==> config.mk <==
export PLATFORM = sky130hd
export DESIGN_NAME = prg_ctrl
export DESIGN_NICKNAME = d
export VERILOG_FILES = /design/src/hw/rtl/prg_pkg.sv /design/src/hw/rtl/prg_ctrl.sv
export SDC_FILE = /design/constraint.sdc
export NUM_CORES = 1
export LEC_CHECK = 0
export BUFFER_PORTS_ARGS = -buffer_cell sky130_fd_sc_hd__buf_2
export CELL_PAD_IN_SITES_DETAIL_PLACEMENT = 0
export CELL_PAD_IN_SITES_GLOBAL_PLACEMENT = 1
export CORE_AREA = 2 2 39 41
export DETAILED_ROUTE_END_ITERATION = 16
export DIE_AREA = 0 0 41 43
export MAX_ROUTING_LAYER = met4
export PLACE_DENSITY = 0.8
export RECOVER_POWER = 100
export SLEW_MARGIN = 20
export SYNTH_ARGS = -nofsm -noshare
export SYNTH_HDL_FRONTEND = slang
export SYNTH_SLANG_ARGS = --single-unit
export TNS_END_PERCENT = 50
==> constraint.sdc <==
create_clock -name i_clk -period 2.4 [get_ports i_clk]
set_clock_uncertainty 0.2 [all_clocks]
set_input_delay 0.36 -clock i_clk [delete_from_list [all_inputs] [get_ports i_clk]]
set_output_delay 0.36 -clock i_clk [all_outputs]
set_load 0.005 [all_outputs]
==> src/hw/rtl/prg_pkg.sv <==
// ----------------------------------------------------------------------------
// prg_pkg
// Shared widths, codes and controller/datapath interface types for the
// piecewise-linear ramp generator.
// ----------------------------------------------------------------------------
package prg_pkg;

    localparam int MAX_POINTS_DEF = 16;

    localparam int DATA_W      = 32;
    localparam int FRAC_W      = 16;
    localparam int SLOPE_W     = 48;
    localparam int NUM_W       = DATA_W + 1 + FRAC_W;
    localparam int PC_W        = 5;
    localparam int IDX_W       = 4;
    localparam int IN_TDATA_W  = 104;
    localparam int OUT_TDATA_W = 40;
    localparam int APB_ADDR_W  = 3;
    localparam int APB_DATA_W  = 32;

    localparam logic OP_TICK  = 1'b0;
    localparam logic OP_WRITE = 1'b1;

    // register index, taken from paddr[2]
    localparam logic REG_POINT_COUNT = 1'b0;

    localparam logic [DATA_W-1:0] CUR_MAX = 32'h7FFF_FFFF;
    localparam logic [DATA_W-1:0] CUR_MIN = 32'h8000_0000;

    typedef struct packed {
        logic take_tick;
        logic wr_entry;
        logic pi_inc;
        logic save_cur;
        logic rd_nb;
        logic seg_set;
        logic div_start;
        logic slope_ld;
        logic out_load;
    } t_cmd;

    typedef struct packed {
        logic skip;
        logic hit;
        logic div_done;
        logic out_free;
    } t_sts;

endpackage

==> src/hw/rtl/prg_ctrl.sv <==
// ----------------------------------------------------------------------------
// prg_ctrl
// Sequencer: skips passed breakpoints, loads a segment when due, runs the
// slope division and the ramp pipeline, hands the result to the output.
// ----------------------------------------------------------------------------
module prg_ctrl (
    input  logic          i_clk,
    input  logic          i_rst_n,
    input  logic          i_s_tvalid,
    input  logic          i_op,
    output logic          o_s_tready,
    output prg_pkg::t_cmd o_cmd,
    input  prg_pkg::t_sts i_sts
);
    import prg_pkg::*;

    localparam logic [3:0] S_IDLE = 4'd0;
    localparam logic [3:0] S_RD   = 4'd1;
    localparam logic [3:0] S_CHK  = 4'd2;
    localparam logic [3:0] S_NRD  = 4'd3;
    localparam logic [3:0] S_SEG  = 4'd4;
    localparam logic [3:0] S_DIVS = 4'd5;
    localparam logic [3:0] S_DIVW = 4'd6;
    localparam logic [3:0] S_ABS  = 4'd7;
    localparam logic [3:0] S_MUL  = 4'd8;
    localparam logic [3:0] S_SUM  = 4'd9;
    localparam logic [3:0] S_OUT  = 4'd10;

    logic [3:0] r_state;
    logic [3:0] n_state;

    always_ff @(posedge i_clk) begin
        if (!i_rst_n) begin
            r_state <= S_IDLE;
        end else begin
            r_state <= n_state;
        end
    end

    always_comb begin
        n_state    = r_state;
        o_cmd      = '0;
        o_s_tready = 1'b0;
        unique case (r_state)
            S_IDLE: begin
                o_s_tready = 1'b1;
                if (i_s_tvalid) begin
                    if (i_op == OP_WRITE) begin
                        o_cmd.wr_entry = 1'b1;
                    end else begin
                        o_cmd.take_tick = 1'b1;
                        n_state         = S_RD;
                    end
                end
            end
            S_RD: begin
                n_state = S_CHK;
            end
            S_CHK: begin
                if (i_sts.skip) begin
                    o_cmd.pi_inc = 1'b1;
                    n_state      = S_RD;
                end else if (i_sts.hit) begin
                    o_cmd.save_cur = 1'b1;
                    n_state        = S_NRD;
                end else begin
                    n_state = S_ABS;
                end
            end
            S_NRD: begin
                o_cmd.rd_nb = 1'b1;
                n_state     = S_SEG;
            end
            S_SEG: begin
                o_cmd.seg_set = 1'b1;
                o_cmd.pi_inc  = 1'b1;
                n_state       = S_DIVS;
            end
            S_DIVS: begin
                o_cmd.div_start = 1'b1;
                n_state         = S_DIVW;
            end
            S_DIVW: begin
                if (i_sts.div_done) begin
                    o_cmd.slope_ld = 1'b1;
                    n_state        = S_ABS;
                end
            end
            S_ABS: begin
                n_state = S_MUL;
            end
            S_MUL: begin
                n_state = S_SUM;
            end
            S_SUM: begin
                n_state = S_OUT;
            end
            S_OUT: begin
                // wait for room in the output register
                if (i_sts.out_free) begin
                    o_cmd.out_load = 1'b1;
                    n_state        = S_IDLE;
                end
            end
            default: begin
                n_state = S_IDLE;
            end
        endcase
    end

endmodule

==> run summary <==
The hold buffer count at CTS is 0. Setup repair after global routing left no endpoint under its margin. The wire length of the first global-routing pass is 1340 um. Entering global routing, the biggest net connects 13 pins.

The relative slew slack came out at 70.9%. Compared with the post-synthesis result, the final layout area differs by 19.4%. The number of iterations in the first detailed-routing pass is 4.

The final critical-path setup slack is 0.410 ns. Based on the critical path, the design can be clocked at up to 502 MHz. The clock transition time at the flip-flop clock pins of the worst setup and hold paths came out at 0.04 ns. The initial antenna violation count came to 0. In this run the cell area of the synthesized design comes to 387 sq um.

The tree is rooted in a sky130_fd_sc_hd__clkbuf_4. The net count after synthesis came out at 57. The worst hold path belongs to the class input pin to flop. Setup violations remaining at the end of the flow were counted as 0. Hold is met by 0.204 ns.

STA classifies the critical path endpoint as a primary output. The maximum clock path buffer count came out at 2. The average footprint of a synthesized cell is just under 8 sq um.

The width of the die came out at 41 um. For the final routed database, the setup TNS stands at 0 ns. The core region area came out at 1380 sq um. The number of maximum-capacitance constraint violations is 0. The residual overflow from global routing is 0. The vertical die dimension is about 43 um. At the pin with the least slew margin, the transition time is 0.436 ns. The initialized floorplan defines 14 standard-cell rows.

The filler cells instantiated in the layout total around 160. For this block, the via count after detailed routing is 418. Routability-driven placement finished with a final weighted congestion of 0.770. The number of nets in the layout is 75.

The leakage dissipation is 0.195 nW. The final-report max-slew violation count came out at 0. The cell count after synthesis came out at between 40 and 50.

In this run the cell area measured after placement is 458 sq um. The final non-filler cell area came out at 462 sq um. The count of antenna-violating nets left after detailed routing is 0. The starting density of the core is about 28%. The number of synthesized flops with an enable pin came out at 0. Global routing used 12.2% of the available tracks across all layers. The distinct cell type count of the synthesized netlist came out at 28. The placement-stage worst setup slack came out at around 0.64 ns. The number of gates resized after CTS was 0. In the synthesized netlist the dominant register cell turns out to be sky130_fd_sc_hd__dfxtp_1. The total half-perimeter wirelength after legalization and detailed placement is 635 um.

The combined flip-flop and latch cell area is around 80 sq um. The peak fanout along the critical path is 11. The routed design could run at a clock period as short as 1.99 ns. The fraction of the cycle the final worst path needs is 82.9%. The data required time at the worst endpoint is 1.84 ns. The critical path in this run is classified as flop to primary output. The post-route DRC violation count is 0. The share of synthesized flip-flops with an asynchronous set or reset came out at 0%. During placement, the flow inserted port buffers numbering 17. In this run the number of H-tree levels came out at 1. STA classifies the critical path startpoint as a flop. The peak supply drop came out at approximately 160 uV. The run finished with clean final reports. The via-per-instance ratio came out at 5.16. The ratio of total power to cell area came out at slightly above 500 nW/um^2. In the final layout, the multi-input gates occupy ~250 sq um.

The number of hold violations in the final report came to 0. The clock insertion delay at the later pin of the skew report is 0.24 ns. The post-synthesis sequential area ratio is 20.7%. After clock tree synthesis, the setup repair step added 0 buffers.

The number of clock sinks is 4. TritonCTS built the clock tree. The number of primary I/O pins came out at 18.

Measured on the finished design, the core utilization comes to about 33%. The number of clock buffers added by TritonCTS is 3. The repair_antennas step left the layout with diodes totalling 0. The top register by number of flip-flops is r_state. Cells with a size suffix above 1 make up 27.7% of the layout. The largest registers in the layout are r_state (4). The register with the most flip-flops in the layout has 4 of them. The final routed wirelength across all metal layers came out at 833 um. The register bit count reported by yosys is 4. The die outline area is ~1800 sq um.

STA puts the critical path data arrival time at 1.43 ns. The starting DRC count in detailed routing came out at 10. The wire length per cell after detailed routing came out at 10.3 um. Yosys printed 0 warnings. The number of global-route vias before repair came out at 317.
area by class of cell:
type | instances | area share, %
sequential | 4 | 17.3
clock buffer | 3 | 4.88
tap | 16 | 4.34
inverter | 4 | 3.25
timing repair buffer | 17 | 16.5
multi-input combinational | 37 | 53.7
critical path, stage by stage, from the launching register on:
cell and delay, ns:
sky130_fd_sc_hd__dfxtp_1 0.58, sky130_fd_sc_hd__or2b_1 0.33, sky130_fd_sc_hd__nor3_1 0.14, sky130_fd_sc_hd__clkbuf_1 0.14
path summary, 6_finish.rpt:
check	startpoint	to	cells past startpoint	slack (ns)
max	r_state[2]$_SDFFE_PN0P_	o_cmd[3]	3	0.41
min	i_rst_n	r_state[1]$_SDFFE_PN0P_	2	0.20
max reg2reg	r_state[2]$_SDFFE_PN0P_	r_state[0]$_SDFFE_PN0P_	3	0.81
min reg2reg	r_state[2]$_SDFFE_PN0P_	r_state[2]$_SDFFE_PN0P_	2	0.48
placed cells by master, fill, tap and decap left out, drive strengths merged:
master   Yosys  layout
clkbuf       0      11
buf          4       9
nand2        5       5
nor2         5       5
nor3         4       4
dfxtp        4       4
inv          4       4
o21ai        3       3
nor2b        3       3
and3         2       2
a21oi        2       2
or2b         1       1
nor4         1       1
and2b        1       1
and4         1       1
o2bb2ai      1       1
o2111a       1       1
a2111oi      1       1
a311o        1       1
nand2b       1       1
nand3        1       1
a221oi       1       1
or2          1       1
a211oi       1       1
per-layer routing:
layer	vias to the layer above	global-route usage (%)	part of all wire [%]
met3	4	3.14	8.9
met2	19	13.8	45
met1	190	16.1	43
met4	0	12.0	3.5
li1	205	-	-
met5	-	-	0
per-stage QoR:
| step | power, mW | std cells |
|---|---|---|
| 2_1_floorplan | 0.139 | 49 |
| 3_3_place_gp | 0.158 | 78 |
| 3_5_place_dp | 0.159 | 78 |
| 4_1_cts | 0.245 | 81 |
| 5_1_grt | 0.263 | 81 |
| 6_report | 0.238 | 81 |
report_power, final:
part / total [mW] / internal, mW / leakage (nW) / switching [mW]
combinational: 0.0626 / 0.0322 / 0.148 / 0.0304
sequential: 0.0916 / 0.0730 / 0.0326 / 0.0186
clock: 0.0842 / 0.0560 / 0.0138 / 0.0282
total: 0.238 / 0.161 / 0.195 / 0.0772
logic make-up (layout without fill, tap and decap cells):
family,count (synthesis),count (layout),synth area share [%]
compound gates,11,11,24.6
simple gates,26,26,42.1
buf+inv,8,24,12.6
flops,4,4,20.7
synth_stat cells (all sizes together) (2+ instances only):
| master | instances | area, sq um |
|---|---|---|
| nand2 | 5 | 18.8 |
| nor2 | 5 | 18.8 |
| buf | 4 | 33.8 |
| dfxtp | 4 | 80.1 |
| inv | 4 | 15.0 |
| nor3 | 4 | 20.0 |
| nor2b | 3 | 26.3 |
| o21ai | 3 | 15.0 |
| a21oi | 2 | 13.8 |
| and3 | 2 | 12.5 |
Note: power is estimated with default switching activity, not from simulation.
